[config.mk]
export PLATFORM = sky130hd
export DESIGN_NAME = gcf_window_cell
export DESIGN_NICKNAME = d
export VERILOG_FILES = /design/src/sv/gcf_pkg.sv /design/src/sv/gcf_window_cell.sv
export SDC_FILE = /design/constraint.sdc
export NUM_CORES = 1
export LEC_CHECK = 0
export BUFFER_PORTS_ARGS = -buffer_cell sky130_fd_sc_hd__buf_2
export CORE_ASPECT_RATIO = 1.25
export CORE_MARGIN = 1.5
export CORE_UTILIZATION = 46
export CTS_CLUSTER_DIAMETER = 60
export DETAILED_ROUTE_END_ITERATION = 8
export PLACE_DENSITY = 0.8
export SLEW_MARGIN = 20
export SYNTH_ARGS = -nofsm -noshare
export SYNTH_HDL_FRONTEND = slang
export SYNTH_SLANG_ARGS = --single-unit
[constraint.sdc]
create_clock -name clk -period 0.8 [get_ports clk]
set_input_delay 0.16 -clock clk [delete_from_list [all_inputs] [get_ports clk]]
set_output_delay 0.16 -clock clk [all_outputs]
set_load 0.02 [all_outputs]
[src/sv/gcf_pkg.sv]
`timescale 1ns / 1ps
// Shared types and constants for the 3x3 luminance filter.
// No dependencies; imported by every module of the block.
package gcf_pkg;

    localparam int PIX_W = 16;
    localparam logic [7:0] PIX_MAX = 8'd255;

    typedef struct packed {
        logic [PIX_W-1:0] top;
        logic [PIX_W-1:0] mid;
        logic [PIX_W-1:0] bot;
    } gcf_col_t;

    typedef struct packed {
        gcf_col_t l;
        gcf_col_t m;
        gcf_col_t r;
    } gcf_win_t;

endpackage

[src/sv/gcf_window_cell.sv]
`timescale 1ns / 1ps
// One column cell of the 3x3 window chain: loads its neighbor's column or clears.
// Depends on gcf_pkg.
module gcf_window_cell
    import gcf_pkg::*;
(
    input  logic     clk,
    input  logic     rst_n,
    input  logic     shift,
    input  logic     clear,
    input  gcf_col_t din,
    output gcf_col_t q
);

    gcf_col_t q_reg;
    gcf_col_t q_next;

    always_comb
    begin
        q_next = clear ? '0 : din;
    end

    always_ff @(posedge clk or negedge rst_n)
    begin
        if (!rst_n)
        begin
            q_reg <= '0;
        end
        else if (shift)
        begin
            q_reg <= q_next;
        end
    end

    assign q = q_reg;

endmodule

# [Word-level counts from Yosys, hierarchy flattened]
# Index checks and enable logic that the tools add are counted.
[classes] mux=1
[op_table] cell="$mux W48" count=1
[totals] regBits=48 out_inout_bits=48 word_cells=4

# [Depth between registers and ports, before layout]
# Gate-level depths: netlist of the first run.
[depth] word_depth=1 depth_mapped=4 depth_no_buf=2

# [Least setup slack after synthesis of the first run]
# Ideal clock, no wire load.
[synth_path] path_kind="input to register" startpoint="in clear" endpoint="reg q_reg, in the netlist q[35]" setup_ns=0.128 arrival_ns=0.588 required_ns=0.672 slack_ns=0.084 path_stages=4 path_buffers=2 path_cell_list="buf_2 -> buf_2 -> nand3b_1 -> o21ai_0"
[synth_via] elab_chain_len=1
[synth_rtl] element="start: declaration" line_no="gcf_window_cell.sv:10" text="input logic clear,"
[synth_rtl] element="$mux W48" line_no="gcf_window_cell.sv:20" text="q_next = clear ? '0 : din;"
[synth_rtl] element="end signal: assignment" line_no="gcf_window_cell.sv:31" text="q_reg <= q_next;"
[synth_rtl] element="end: declaration" line_no="gcf_window_cell.sv:15" text="gcf_col_t q_reg;"
# Every way passes these cells.
# A chain may end at the register's enable or synchronous reset.

# [Final worst setup path of the first run]
[layout_path] startpoint="reg q_reg, in the netlist q[12]" endpoint="out q[12] in the netlist's numbering"
[layout_rtl] element="end: declaration" line_no="gcf_window_cell.sv:12" text="output gcf_col_t q"
# No word-level cell between the ends.

==> run_results.csv, run 1 <==
group,metric,value,unit
power,leakage,1.612,nW
sta,setup_viol,51,
placement,gp_congestion,0.7346,
critical_path,regToRegSetupSlack,-0.06,ns
power,p_comb_share,25.0,%
power,p_clk_share,25.8,%
cts,clk_latency,0.29,ns
cts,htreeDepth,2,
placement,port_buffers,99,
critical_path,crit_path_max_incr_delay,0.42,ns
power,p_per_area,1733,nW/µm²
cts,clockBufferDepth,2,
final_layout,layout-drive-gt1-share,42.12,%
detailed_routing,drtIter0Drc,66,
power,internal-power,4.064,mW
cts,cts_tree,"yes",
placement,preCtsSetupSlack,-0.006408,ns
critical_path,endpoint_kind,"primary output",
worst_hold_path,min_from,"din[1]",
run_status,status,"finished with violations",
synthesis,yosysSeqAreaShare,57.62,%
global_routing,grtUsageTotal,20.21,%
sta,fmax,982.8,MHz
critical_path,path_max_fanout,2,
floorplan,die_w,63.21,µm
floorplan,initial_core_util,47.46,%
critical_path,start_kind,"register",
detailed_routing,drc,0,
floorplan,dieArea,4947,µm²
synthesis,synth_seq_cells,48,
worst_hold_path,hold_path_depth,3,
detailed_routing,totalWireLength,5061,µm
global_routing,grt_pass1_wl,7803,µm
run_status,violations,"negative setup slack",
critical_path,cp_num_cells,1,
cts,cts_num_sinks,48,
worst_hold_path,hp-class,"input port to register",
final_layout,n_antenna_cell,0,
power,pwr-share-seq,49.2,%
final_layout,final_nets,381,
run,drv_cap,0,
cts,cts_buffers,5,
critical_path,cp_top_family,"flip-flops",
synthesis,ys_types,8,
sta,rsz0062_at_grt,"yes",
sta,hold_viol_final,0,
critical_path,path_cells,"buf_6",
synthesis,yosysWarnings,0,
cts,clock_tree.root_cell,"clkbuf_8",
detailed_routing,ant_nets,0,
final_layout,largest_register_ffs,48,
global_routing,grt_pass1_vias,1775,
cts,cts.clk_slew.worst_paths,0.08,ns
final_layout,area_growth_syn_to_layout,55.46,%
detailed_routing,vias_per_cell,4.655,
global_routing,overflow,0,
sta,postLayoutSetupSlackWorst,-0.2175,ns
detailed_routing,vias,1806,
floorplan,die_y,78.26,µm
critical_path,r2r_end,"q[1]",
sta,drv_slew,0,
sta,layout_worst_path_cycle_share,127.2,%
critical_path,cp.arrival,0.86,ns
critical_path,path_buf_inv,1,
detailed_routing,firstDrtPassIters,5,
power,switching_share,27.63,%
synthesis,synth_nets,259,
sta,slew_headroom,81.72,%
power,p_sw,1.551,mW
final_layout,fin_cells,388,
sta,skew,0,ns
critical_path,worstSetupPathType,"register to primary output",
floorplan,placeableCoreArea,4392,µm²
power,vdd_ir_drop_max,1163,µV
synthesis,syn_avg_cell_area,10.07,µm²
critical_path,ff2ff_path_depth,4,
global_routing,antenna_found_initial,0,
worst_hold_path,min_delay_worst_endpoint,"q[1]",
sta,fin_crit,1.017,ns
synthesis,syn_inst,207,
critical_path,r2r-start,"q[1]",
critical_path,worstPathRequired,0.64,ns
global_routing,grt_max_degree,54,
floorplan,placementRows,27,
floorplan,ioPinCount,100,
detailed_routing,avgRoutedWirePerCell,13.04,µm
placement,dp.cells,356,
critical_path,critical-path-slowest-cell,"dfrtp_1",
synthesis,syn-cell-area,2084,µm²
placement,hpwlAfterDp,3239,µm
sta,tightest_slew,0.2743,ns
per-layer routing:
| metal | routed length [µm] | global-route usage [%] |
|---|---|---|
| met1 | 1926 | 21.24 |
| met2 | 2806 | 38.72 |
| met3 | 209 | 4.728 |
| met4 | 119 | 7.391 |
| met5 | 0 | 0 |
layout make-up:
| class | count | area (µm²) |
|---|---|---|
| Clock buffer | 8 | 90.09 |
| Fill cell | 321 | 1151 |
| Inverter | 48 | 180.2 |
| Multi-Input combinational cell | 96 | 608.1 |
| Sequential cell | 48 | 1201 |
| Tap cell | 58 | 72.57 |
| Timing Repair Buffer | 130 | 1089 |
cells by family (layout without fill, tap and decap cells):
logic type | Yosys count | after routing | synth area share (%)
and+or+nand+nor | 48 | 48 | 17.29
AOI/OAI and AO/OA | 48 | 48 | 11.52
buffers and inverters | 63 | 186 | 13.56
DFF | 48 | 48 | 57.62
Yosys cell counts (all sizes together):
cell type | instances | area, µm²
buf | 12 | 91.33
clkbuf | 3 | 11.26
dfrtp | 48 | 1201
inv | 48 | 180.2
nand3b | 48 | 360.4
o21ai | 48 | 240.2
worst max path at each step:
stage           from  endpoint  slack [ns]
2_1_floorplan  clear     q[35]        0.08
3_3_place_gp   shift     q[26]        0.02
3_5_place_dp   shift     q[39]      -0.006
4_1_cts        q[39]     q[39]       -0.21
5_1_grt        q[12]     q[12]       -0.24
6_report       q[12]     q[12]       -0.22
stage by stage:
step | utilization [%] | hold WS, ns | instance area (µm²) | setup TNS [ns] | total power, mW
after floorplan | - | -0.1356 | 2085 | 0 | 3.328
after global placement | 60.40 | 0.1321 | 2653 | 0 | 3.758
after detailed placement | 60.40 | 0.1353 | 2653 | -0.01250 | 3.787
after CTS | 70.71 | 0.09657 | 3105 | -9.308 | 5.547
after global routing | 73.79 | 0.09873 | 3241 | -10.82 | 5.895
final | 73.79 | 0.1056 | 3241 | -9.072 | 5.615
power groups by stage:
stage | Sequential, mW | Combinational (mW) | Clock, mW
3_5_place_dp | 2.76 | 1.03 | 0
2_1_floorplan | 3.00 | 0.327 | 0
3_3_place_gp | 2.75 | 1.01 | 0
4_1_cts | 2.76 | 1.30 | 1.49
5_1_grt | 2.78 | 1.51 | 1.60
6_report | 2.76 | 1.41 | 1.45
cell usage in the layout (no fill, tap or decap):
cell type	Yosys	routed
buf_2	7	51
buf_6	5	50
buf_4	0	24
o21ai_2	0	2
o21ai_1	47	45
clkbuf_1	3	2
clkbuf_8	0	6
o21ai_0	1	1
inv_1	48	46
buf_12	0	4
dlygate4sd3_1	0	1
inv_2	0	2
nand3b_1	48	48
dfrtp_1	48	48
repair_timing:
action / in CTS / in global routing
buffers inserted: 7 / 16
gates resized for setup: 96 / 6
hold endpoints to repair: 48 / 0
hold buffers: 1 / 0
endpoints found under the setup margin: 48 / 48
Power figures use the tool's default switching activity.
==> run 2, diff against run 1 <==
Settings changed: CORE_UTILIZATION 46 to 48, CTS_BUF_LIST set to sky130_fd_sc_hd__clkbuf_8, PLACE_DENSITY 0.8 to 0.83.
==> run 2 against run 1 <==
Against the previous run: the run still ends with negative setup slack left; cell area decreased by 1.7%; critical path type unchanged; register-to-register slack about the same; clock power decreased by 12%; final cell count decreased by 2.1%; wire length increased by 2.5%; clock skew unchanged; core utilization increased by 3.3 points; critical path depth unchanged; highest routed layer unchanged; count of clock-buffer cells in the layout decreased by 3; critical endpoint is now q[29]; sequential cell count unchanged; via count about the same; maximum frequency increased by 1.5%.
==> run_results.csv, run 2 (synthesis results as in run 1) <==
group,metric,value,unit
cts,clock_tree.root_cell,"clkbuf_8",
global_routing,grt_pass1_vias,1738,
cts,cts.clk_slew.worst_paths,0.08,ns
worst_hold_path,hp-class,"input port to register",
critical_path,path_cells,"buf_6",
critical_path,r2r_end,"q[13]",
floorplan,ioPinCount,100,
sta,setup_viol,49,
critical_path,start_kind,"register",
critical_path,worstPathRequired,0.64,ns
sta,fin_hold_ws,0.1094,ns
cts,cts_tree,"yes",
critical_path,endpoint_kind,"primary output",
floorplan,die_y,76.68,µm
detailed_routing,vias,1807,
run_status,violations,"negative setup slack",
floorplan,placeableCoreArea,4131,µm²
worst_hold_path,min_from,"din[31]",
critical_path,cp_top_family,"flip-flops",
sta,fin_crit,1.003,ns
cts,cts_buffers,5,
detailed_routing,vias_per_cell,4.755,
global_routing,grt_max_degree,49,
sta,skew,0,ns
worst_hold_path,min_delay_worst_endpoint,"q[31]",
floorplan,placementRows,26,
detailed_routing,totalWireLength,5187,µm
final_layout,n_antenna_cell,0,
detailed_routing,firstDrtPassIters,5,
power,vdd_ir_drop_max,1214,µV
global_routing,grtUsageTotal,22.11,%
detailed_routing,avgRoutedWirePerCell,13.65,µm
detailed_routing,drtIter0Drc,68,
sta,drv_slew,0,
critical_path,path_buf_inv,1,
critical_path,worstSetupPathType,"register to primary output",
global_routing,antenna_found_initial,0,
placement,port_buffers,99,
critical_path,path_max_fanout,2,
cts,cts_num_sinks,48,
sta,tightest_slew,0.2567,ns
placement,hpwlAfterDp,3158,µm
cts,clk_latency,0.29,ns
run_status,status,"finished with violations",
detailed_routing,drc,0,
final_layout,area_growth_syn_to_layout,52.88,%
global_routing,overflow,0,
sta,hold_viol_final,0,
cts,clockBufferDepth,2,
sta,fmax,997.4,MHz
final_layout,layout-drive-gt1-share,41.36,%
final_layout,final_nets,378,
critical_path,critical-path-slowest-cell,"dfrtp_1",
critical_path,crit_path_max_incr_delay,0.41,ns
placement,gp_congestion,0.8159,
sta,slew_headroom,82.89,%
critical_path,ff2ff_path_depth,4,
final_layout,nFillCells,294,
power,leakage,1.585,nW
sta,postLayoutSetupSlackWorst,-0.2026,ns
final_layout,layout_common_cells,"buf_2 (51), nand3b_1 (48), buf_6 (48), dfrtp_1 (48), inv_1 (47)",
floorplan,dieArea,4750,µm²
cts,htreeDepth,2,
floorplan,die_w,61.94,µm
final_layout,final_util,77.14,%
placement,place_area,2650,µm²
global_routing,grt_pass1_wl,7762,µm
final_layout,largest_register_ffs,48,
floorplan,initial_core_util,50.45,%
final_layout,final_common_cell,"buf_2",
critical_path,regToRegSetupSlack,-0.05,ns
run,drv_cap,0,
worst_hold_path,hold_path_depth,3,
sta,layout_worst_path_cycle_share,125.3,%
critical_path,r2r-start,"q[13]",
sta,rsz0062_at_grt,"yes",
power,p_per_area,1698,nW/µm²
detailed_routing,ant_nets,0,
critical_path,cp.arrival,0.84,ns
final_layout,finalInstanceArea,3187,µm²
run 2: changes by cell type in the layout (fill, tap and decap cells not counted):
cell	delta
clkbuf_1	-2
inv_2	-1
clkbuf_8	-1
buf_6	-2
buf_4	-1
inv_1	+1
run 2: how the worst max path moves through the flow:
stage	from	to	slack, ns	cells after the start
2_1_floorplan	clear	q[35]	0.08	4
3_3_place_gp	shift	q[41]	0.03	4
3_5_place_dp	shift	q[46]	-0.05	4
4_1_cts	q[15]	q[15]	-0.21	1
5_1_grt	q[25]	q[25]	-0.22	1
6_report	q[29]	q[29]	-0.20	1
run 2: area by class of cell:
| class | count | area [µm²] | share of cell area [%] |
|---|---|---|---|
| repair buffers | 127 | 1059 | 33.22 |
| multi-input cells | 96 | 608.1 | 19.08 |
| inverters | 48 | 180.2 | 5.654 |
| clock buffers | 5 | 68.82 | 2.159 |
| flip-flops and latches | 48 | 1201 | 37.69 |
| well taps | 56 | 70.07 | 2.199 |
run 2: per-layer routing:
layer | GRT usage (%) | part of all wire, %
met4 | 7.447 | 1.8
met3 | 4.216 | 3.8
met5 | 0 | 0
met2 | 40.31 | 57
met1 | 24.05 | 38
run 2: report_power, final:
group	internal, mW	switching, mW	leakage [nW]
sequential	2.62	0.143	0.624
combinational	0.723	0.662	0.925
clock	0.564	0.702	0.0359
total	3.90	1.51	1.59
run 2: metrics by stage:
step	total power, mW	setup TNS [ns]	cells	setup slack (ns)
final	5.412	-8.715	380	-0.2026
after global routing	5.685	-10.34	380	-0.2235
after global placement	3.754	0	354	0.02832
after CTS	5.343	-9.003	366	-0.2087
after floorplan	3.328	0	207	0.08446
after detailed placement	3.782	-0.1721	354	-0.05076
run 2: timing repair:
item,4_1_cts,5_1_grt
hold buffers,1,0
resized for setup,96,3
endpoints found under the hold margin,48,0
endpoints found under the setup margin,48,48
buffers inserted,6,14
run 2: tightest hold or removal path: stages:
cell      delay, ns
buf_2          0.08
nand3b_1       0.06
o21ai_1        0.07
