--- src/sv/gcf_pkg.sv ---
`timescale 1ns / 1ps
// Shared types and constants for the 3x3 luminance filter.
// No dependencies; imported by every module of the block.
package gcf_pkg;

    localparam int PIX_W = 16;
    localparam logic [7:0] PIX_MAX = 8'd255;

    typedef struct packed {
        logic [PIX_W-1:0] top;
        logic [PIX_W-1:0] mid;
        logic [PIX_W-1:0] bot;
    } gcf_col_t;

    typedef struct packed {
        gcf_col_t l;
        gcf_col_t m;
        gcf_col_t r;
    } gcf_win_t;

endpackage

--- src/sv/gcf_kernel.sv ---
`timescale 1ns / 1ps
// Symmetric 3x3 kernel: neighbor sums, coefficient products, clamp to 0..255.
// Four registered stages with valid/ready back-pressure. Depends on gcf_pkg.
module gcf_kernel
    import gcf_pkg::*;
#(
    parameter int COEF_BITS = 16
)
(
    input  logic                 clk,
    input  logic                 rst_n,
    input  logic                 in_valid,
    output logic                 in_ready,
    input  gcf_win_t             tap,
    input  logic                 in_last,
    input  logic [COEF_BITS-1:0] center_coef,
    input  logic [COEF_BITS-1:0] edge_coef,
    input  logic [COEF_BITS-1:0] corner_coef,
    output logic                 out_valid,
    input  logic                 out_stall,
    output logic [7:0]           filtered_value,
    output logic                 frame_last
);

    localparam int SUM_W = PIX_W + 2;
    localparam int PW    = COEF_BITS + SUM_W + 1;
    localparam int CPW   = COEF_BITS + PIX_W + 1;
    localparam int SW    = PW + 2;
    localparam int SH    = COEF_BITS + 7;
    localparam int VW    = SW - SH;

    logic a_ready, b_ready, c_ready, d_ready;

    logic     a_valid_reg;
    gcf_win_t a_tap_reg;
    logic     a_last_reg;

    logic             b_valid_reg;
    logic [PIX_W-1:0] b_center_reg;
    logic [SUM_W-1:0] b_edge_reg;
    logic [SUM_W-1:0] b_corner_reg;
    logic             b_last_reg;
    logic [SUM_W-1:0] b_edge_next;
    logic [SUM_W-1:0] b_corner_next;

    logic                 c_valid_reg;
    logic signed [PW-1:0] c_prod_c_reg;
    logic signed [PW-1:0] c_prod_e_reg;
    logic signed [PW-1:0] c_prod_k_reg;
    logic                 c_last_reg;
    logic signed [CPW-1:0] prod_c_raw;
    logic signed [PW-1:0] c_prod_c_next;
    logic signed [PW-1:0] c_prod_e_next;
    logic signed [PW-1:0] c_prod_k_next;

    logic signed [SW-1:0] total;
    logic [VW-1:0]        scaled;
    logic [7:0]           out_value_next;
    logic                 out_valid_reg;
    logic [7:0]           out_value_reg;
    logic                 out_last_reg;

    assign d_ready  = !out_valid_reg || !out_stall;
    assign c_ready  = !c_valid_reg || d_ready;
    assign b_ready  = !b_valid_reg || c_ready;
    assign a_ready  = !a_valid_reg || b_ready;
    assign in_ready = a_ready;

    always_comb
    begin
        b_edge_next = SUM_W'(a_tap_reg.l.mid) + SUM_W'(a_tap_reg.m.top)
                    + SUM_W'(a_tap_reg.m.bot) + SUM_W'(a_tap_reg.r.mid);
        b_corner_next = SUM_W'(a_tap_reg.l.top) + SUM_W'(a_tap_reg.l.bot)
                      + SUM_W'(a_tap_reg.r.top) + SUM_W'(a_tap_reg.r.bot);
    end

    always_comb
    begin
        prod_c_raw    = $signed(center_coef) * $signed({1'b0, b_center_reg});
        c_prod_c_next = {{(PW-CPW){prod_c_raw[CPW-1]}}, prod_c_raw};
        c_prod_e_next = $signed(edge_coef) * $signed({1'b0, b_edge_reg});
        c_prod_k_next = $signed(corner_coef) * $signed({1'b0, b_corner_reg});
    end

    always_comb
    begin
        total = {{2{c_prod_c_reg[PW-1]}}, c_prod_c_reg}
              + {{2{c_prod_e_reg[PW-1]}}, c_prod_e_reg}
              + {{2{c_prod_k_reg[PW-1]}}, c_prod_k_reg};
        scaled = total[SW-1:SH];
        if (total[SW-1] || (total == '0))
        begin
            out_value_next = '0;
        end
        else if (|scaled[VW-1:8])
        begin
            out_value_next = PIX_MAX;
        end
        else
        begin
            out_value_next = scaled[7:0];
        end
    end

    always_ff @(posedge clk or negedge rst_n)
    begin
        if (!rst_n)
        begin
            a_valid_reg   <= 1'b0;
            b_valid_reg   <= 1'b0;
            c_valid_reg   <= 1'b0;
            out_valid_reg <= 1'b0;
        end
        else
        begin
            if (a_ready)
            begin
                a_valid_reg <= in_valid;
            end
            if (b_ready)
            begin
                b_valid_reg <= a_valid_reg;
            end
            if (c_ready)
            begin
                c_valid_reg <= b_valid_reg;
            end
            if (d_ready)
            begin
                out_valid_reg <= c_valid_reg;
            end
        end
    end

    always_ff @(posedge clk)
    begin
        if (in_valid && a_ready)
        begin
            a_tap_reg  <= tap;
            a_last_reg <= in_last;
        end
        if (a_valid_reg && b_ready)
        begin
            b_center_reg <= a_tap_reg.m.mid;
            b_edge_reg   <= b_edge_next;
            b_corner_reg <= b_corner_next;
            b_last_reg   <= a_last_reg;
        end
        if (b_valid_reg && c_ready)
        begin
            c_prod_c_reg <= c_prod_c_next;
            c_prod_e_reg <= c_prod_e_next;
            c_prod_k_reg <= c_prod_k_next;
            c_last_reg   <= b_last_reg;
        end
        if (c_valid_reg && d_ready)
        begin
            out_value_reg <= out_value_next;
            out_last_reg  <= c_last_reg;
        end
    end

    assign out_valid      = out_valid_reg;
    assign filtered_value = out_value_reg;
    assign frame_last     = out_last_reg;

    property p_hold_out;
        @(posedge clk) disable iff (!rst_n)
            out_valid_reg && out_stall |=> out_valid_reg;
    endproperty

    property p_stage_hold;
        @(posedge clk) disable iff (!rst_n)
            c_valid_reg && !d_ready |=> c_valid_reg;
    endproperty

    property p_ready_when_empty;
        @(posedge clk) disable iff (!rst_n)
            !a_valid_reg && !b_valid_reg && !c_valid_reg |-> in_ready;
    endproperty

    a_hold_out: assert property (p_hold_out)
        else $error("result dropped while stalled");
    a_stage_hold: assert property (p_stage_hold)
        else $error("product stage lost a word");
    a_ready_when_empty: assert property (p_ready_when_empty)
        else $error("empty kernel refuses a word");

endmodule
--- config.mk ---
export PLATFORM = sky130hd
export DESIGN_NAME = gcf_kernel
export DESIGN_NICKNAME = d
export VERILOG_FILES = /design/src/sv/gcf_pkg.sv /design/src/sv/gcf_kernel.sv
export SDC_FILE = /design/constraint.sdc
export NUM_CORES = 2
export LEC_CHECK = 0
export ABC_AREA = 1
export BUFFER_PORTS_ARGS = -buffer_cell sky130_fd_sc_hd__buf_2
export CORE_MARGIN = 1
export CORE_UTILIZATION = 58
export DETAILED_ROUTE_END_ITERATION = 10
export PLACE_DENSITY_LB_ADDON = 0.1
export SLEW_MARGIN = 20
export SYNTH_ARGS = -nofsm -noshare
export SYNTH_HDL_FRONTEND = slang
export SYNTH_SLANG_ARGS = --single-unit
--- constraint.sdc ---
create_clock -name clk -period 9.2 [get_ports clk]
set_clock_uncertainty 0.05 [all_clocks]
set_input_delay 0.92 -clock clk [delete_from_list [all_inputs] [get_ports clk]]
set_output_delay 0.92 -clock clk [all_outputs]
set_load 0.005 [all_outputs]
# After elaboration in Yosys (flattened, before gate mapping)
# Index checks and enable logic that the tools add are counted.
word_totals:
  register_bits: 315
op_classes:
  add_sub_neg: 8
  n_mul: 3
  mux: 1
  reduce_logical: 16
op_table:
  columns: ["operator", "count"]
  rows:
  - ["$mul A16 B19 Y35", 2]
  - ["$add A36 B35 Y37", 1]
  - ["$logic_not A37 Y1", 1]
  - ["$add A17 B16 Y18", 2]
  - ["$add A18 B16 Y18", 2]
  - ["$add A33 B35 Y36", 1]
  - ["$add A16 B16 Y17", 2]
  - ["$mul A16 B17 Y33", 1]
  - ["$mux W8", 1]
  - ["$reduce_or A6 Y1", 1]
  - ["$logic_not A1 Y1", 5]
  - ["$logic_or A1 B1 Y1", 5]
  - ["$logic_and A1 B1 Y1", 4]

# Depth between registers and ports, before layout
depth:
  depth_word: 6
  depth_mapped: 29
  ltp_nobuf: 27

# Worst setup path before layout
# OpenSTA, ideal clock, no wires.
synth_path:
  path_kind: "in2reg"
  from: "input out_stall"
  to: "register a_last_reg, enable pin"
  setup_time_ns: 0.654
  arrival_ns: 7.308
  required_time_ns: 8.496
  path_slack_ns: 1.188
  stages: 7
  path_cell_list: "nand2_1 -> nor2_1 -> inv_1 -> nor2_1 -> inv_1 -> nor2_1 -> nor2_1"
synth_between:
  elab_chain_len: 6
synth_lines:
  columns: ["item", "line_no", "source"]
  rows:
  - ["start: declaration", "gcf_kernel.sv:20", "input logic out_stall,"]
  - ["$logic_not A1 Y1", "gcf_kernel.sv:63", "assign d_ready = !out_valid_reg || !out_stall;"]
  - ["$logic_or A1 B1 Y1", "gcf_kernel.sv:63", null]
  - ["$logic_or A1 B1 Y1", "gcf_kernel.sv:64", "assign c_ready = !c_valid_reg || d_ready;"]
  - ["$logic_or A1 B1 Y1", "gcf_kernel.sv:65", "assign b_ready = !b_valid_reg || c_ready;"]
  - ["$logic_or A1 B1 Y1", "gcf_kernel.sv:66", "assign a_ready = !a_valid_reg || b_ready;"]
  - ["$logic_and A1 B1 Y1", "gcf_kernel.sv:137", "if (in_valid && a_ready)"]
  - ["end signal: assignment", "gcf_kernel.sv:140", "a_last_reg <= in_last;"]
  - ["end: declaration", "gcf_kernel.sv:36", "logic a_last_reg;"]
# Every way passes these cells.
# A chain may end at the register's enable or synchronous reset.

# Final worst setup path
layout_path:
  from: "register b_edge_reg[10]"
  to: "register c_prod_e_reg[30] (data pin)"
layout_between:
  elab_chain_len: 1
layout_lines:
  columns: ["item", "line_no", "source"]
  rows:
  - ["start: declaration", "gcf_kernel.sv:40", "logic [SUM_W-1:0] b_edge_reg;"]
  - ["start signal: assignment", "gcf_kernel.sv:145", "b_edge_reg <= b_edge_next;"]
  - ["$mul A16 B19 Y35", "gcf_kernel.sv:81", "c_prod_e_next = $signed(edge_coef) * $signed({1'b0, b_edge_reg});"]
  - ["net c_prod_e_next[30]", "gcf_kernel.sv:53", "logic signed [PW-1:0] c_prod_e_next;"]
  - ["end signal: assignment", "gcf_kernel.sv:152", "c_prod_e_reg <= c_prod_e_next;"]
  - ["end: declaration", "gcf_kernel.sv:48", "logic signed [PW-1:0] c_prod_e_reg;"]
# The timed path passes the listed nets, and every way through them passes these cells.

==> flow_summary.json <==
{
  "via_count": 31860,
  "cts-hold-fix-buffers": 0,
  "timing_worst_setup_path_type": "register to register",
  "layout.core_utilization_pct": 62.86,
  "final.min_clock_period_ns": 6.309,
  "antenna_found_initial": 4,
  "path_clk_slew_ns": 0.06,
  "unrepaired_setup_endpoints_after_global_routing": "false",
  "critical_path.most_common_cell": "sky130_fd_sc_hd__fa_1",
  "max_slew_margin_pct": 40.65,
  "cp_cell_instances": "nand2_1 > fa_1 > fa_1 > fa_1 > fa_1 > inv_1 > fa_1 > inv_1 > fa_1 > inv_1 > ha_1 > a21oi_1 > inv_1 > a21oi_1 > o21ai_0 > nand4_1 > nand2_1 > xor2_1",
  "final-setup-viol-count": 0,
  "cts_num_sinks": 315,
  "chipWidth_um": 280.0,
  "finish.net_count": 6550,
  "detail_route.drc_violations": 0,
  "multi_input_gate_area_in_the_final_layout_um2": 29560,
  "place.detailed.hpwl_mm": 81.55,
  "hold_path_class": "input port to async pin",
  "grt_remaining_overflow": 0,
  "n_fill_cell": 6576,
  "placeableCoreArea_um2": 76200,
  "drt_pass1_iterations": 7,
  "timing.critical_path.slowest_stage_cell": "sky130_fd_sc_hd__edfxtp_1",
  "cp.required_ns": 9.44,
  "post_cts.repair.setup_buffers": 0,
  "crit-reg2reg-capture": "c_prod_e_reg[30]",
  "place.gp.congestion": 0.9203,
  "start_kind": "register",
  "synth_to_final_area_change_pct": 6.834,
  "worstSetupEndpointType": "register",
  "tritoncts": "built",
  "cts_buffers": 39,
  "crit_buf_inv": 4,
  "cts_root_buffer": "sky130_fd_sc_hd__clkbuf_16",
  "final_cell_mix": "sky130_fd_sc_hd__inv_1, sky130_fd_sc_hd__nand2_1, sky130_fd_sc_hd__fa_1",
  "floorplan.die_area_um2": 78420,
  "cts.htree.levels": 2,
  "timing.critical_path.arrival_ns": 6.55,
  "critical_path.max_stage_delay_ns": 0.87,
  "fin_tns_setup_ns": 0,
  "grt_pass1_wl_mm": 167.2,
  "drive_gt1_share_pct": 6.500,
  "number_of_i_o_port_buffers": 207,
  "most_common_cell_after_layout_fill_and_taps_aside": "sky130_fd_sc_hd__inv_1",
  "yosysUniqueCellTypes": 47,
  "drv_cap": 0,
  "transition_at_the_pin_with_the_smallest_max_transition_slack_ns": 0.8903,
  "worstReg2RegStart": "b_edge_reg[10]",
  "wirelength_mm": 99.63,
  "global_route.usage.total_pct": 26.88,
  "grt_start_max_net_pins": 133,
  "largest_reg_flops": 144,
  "ff2ff_setup_slack_ns": 2.89,
  "synth_area_per_cell_um2": 8.809,
  "post_drt_wl_per_cell_um": 15.98,
  "seqCellArea_um2": 9439,
  "synth_warnings": 0,
  "antenna_left": 0,
  "initial_core_util_pct": 58.84,
  "cts_buffer_depth": 3,
  "max_freq_mhz": 158.5,
  "ff2ff_path_depth": 18,
  "synthesis.instances": 5090,
  "outcome": "completed",
  "netlist_area_um2": 44840,
  "synth.net_count": 6468,
  "final-max-slew-violation-count": 0,
  "floorplan.die.height_um": 280.0,
  "per_cell_via_count_in_the_routed_design": 5.112,
  "clk_latency_ns": 0.57,
  "placementRows": 101,
  "number_of_enable_flip_flop_cells_after_synthesis": 311,
  "cp_top_delay_family": "adder cells",
  "boundary_pins": 208,
  "hold_viol": 0,
  "crit_path_max_fanout": 16,
  "post_cts_resize_count": 0,
  "final_worst_path_period_share_pct": 68.57,
  "drt-initial-drc-count": 2003,
  "async_flop_share_pct": 1.270,
  "postSynthRegisterBits": 315,
  "ys.flop_type": "sky130_fd_sc_hd__edfxtp_1",
  "grt_pass1_vias": 33770,
  "yosysSeqAreaShare_pct": 21.05
}
## synthesized netlist by cell type, types with 2 or more instances
library cell	count	area, um^2
sky130_fd_sc_hd__nand4_1	17	106.4
sky130_fd_sc_hd__nor3_2	4	40.04
sky130_fd_sc_hd__o2111ai_1	3	26.28
sky130_fd_sc_hd__edfxtp_1	311	9339
sky130_fd_sc_hd__dfrtp_1	4	100.1
sky130_fd_sc_hd__nor4_1	9	56.30
sky130_fd_sc_hd__nand3_2	7	70.07
sky130_fd_sc_hd__o31ai_1	3	22.52
sky130_fd_sc_hd__o21bai_1	12	90.09
sky130_fd_sc_hd__a21o_1	10	75.07
sky130_fd_sc_hd__ha_1	443	5543
sky130_fd_sc_hd__a21boi_0	4	30.03
sky130_fd_sc_hd__xor2_1	74	648.1
sky130_fd_sc_hd__o21ai_0	53	265.3
sky130_fd_sc_hd__a21oi_2	3	26.28
sky130_fd_sc_hd__o211ai_1	6	45.04
sky130_fd_sc_hd__xnor2_1	45	394.1
sky130_fd_sc_hd__a21oi_1	167	835.8
sky130_fd_sc_hd__buf_1	6	22.52
sky130_fd_sc_hd__nor3_1	16	80.08
sky130_fd_sc_hd__o21ai_1	10	50.05
sky130_fd_sc_hd__or2_2	24	150.1
sky130_fd_sc_hd__nand2_1	1255	4711
sky130_fd_sc_hd__a31oi_1	10	62.56
sky130_fd_sc_hd__inv_1	1383	5191
sky130_fd_sc_hd__fa_1	738	14770
sky130_fd_sc_hd__a21boi_1	3	22.52
sky130_fd_sc_hd__nand2_2	15	93.84
sky130_fd_sc_hd__o21a_1	5	37.54
sky130_fd_sc_hd__clkbuf_1	167	626.9
sky130_fd_sc_hd__a211oi_1	2	15.01
sky130_fd_sc_hd__o221ai_1	3	26.28
sky130_fd_sc_hd__nor2_1	176	660.6
sky130_fd_sc_hd__nand3b_1	5	37.54
sky130_fd_sc_hd__nand3_1	79	395.4
sky130_fd_sc_hd__nor2_2	3	18.77
sky130_fd_sc_hd__inv_2	2	7.510
sky130_fd_sc_hd__o21ai_2	4	35.03
## cell families (layout without fill, tap and decap cells)
group,after synthesis,after routing,share of synthesized area [%]
fa+ha+maj,1181,1181,45.31
flops,315,315,21.05
simple gates,1613,1613,14.40
buf+inv,1559,1669,13.05
compound gates,302,302,3.801
other cells,0,3,0
xor+xnor,120,120,2.386
## stage by stage
step | hold slack, ns | instance area [um^2] | setup slack [ns] | std cells
floorplan | 0.3503 | 44840 | 1.188 | 5090
global placement | 0.3513 | 46600 | 2.605 | 6161
detailed placement | 0.3545 | 46600 | 2.539 | 6161
CTS | 0.08988 | 47890 | 2.930 | 6230
global route | 0.09844 | 47900 | 2.580 | 6233
finish | 0.1182 | 47900 | 2.891 | 6233
## layout make-up
type	count	share of cell area [%]
multi-input cells	3216	61.71
flip-flops and latches	315	19.70
clock buffers	47	2.189
repair buffers	214	2.299
diodes	3	0.01567
well taps	1030	2.690
inverters	1386	10.87
clock inverters	22	0.5224
## worst max path at each step
stage	start	to	cells past startpoint
detailed placement	center_coef[15]	c_prod_c_reg[30]	19
global placement	center_coef[15]	c_prod_c_reg[30]	19
finish	b_edge_reg[10]	c_prod_e_reg[30]	18
global route	b_center_reg[9]	c_prod_c_reg[24]	17
floorplan	out_stall	a_last_reg	7
CTS	b_edge_reg[10]	c_prod_e_reg[30]	18
## metal layers
layer  up-vias  GRT usage [%]  part of all wire, %
li1      15250              -                    -
met1     15670          35.64                   43
met2       801          46.61                   50
met3       150          3.223                  5.2
met4         0          7.398                  2.5
met5         -              0                    0
Power is left out: the tool's default activity adds up to more than one toggle a clock period on the data nets, which glitch-free logic cannot reach.
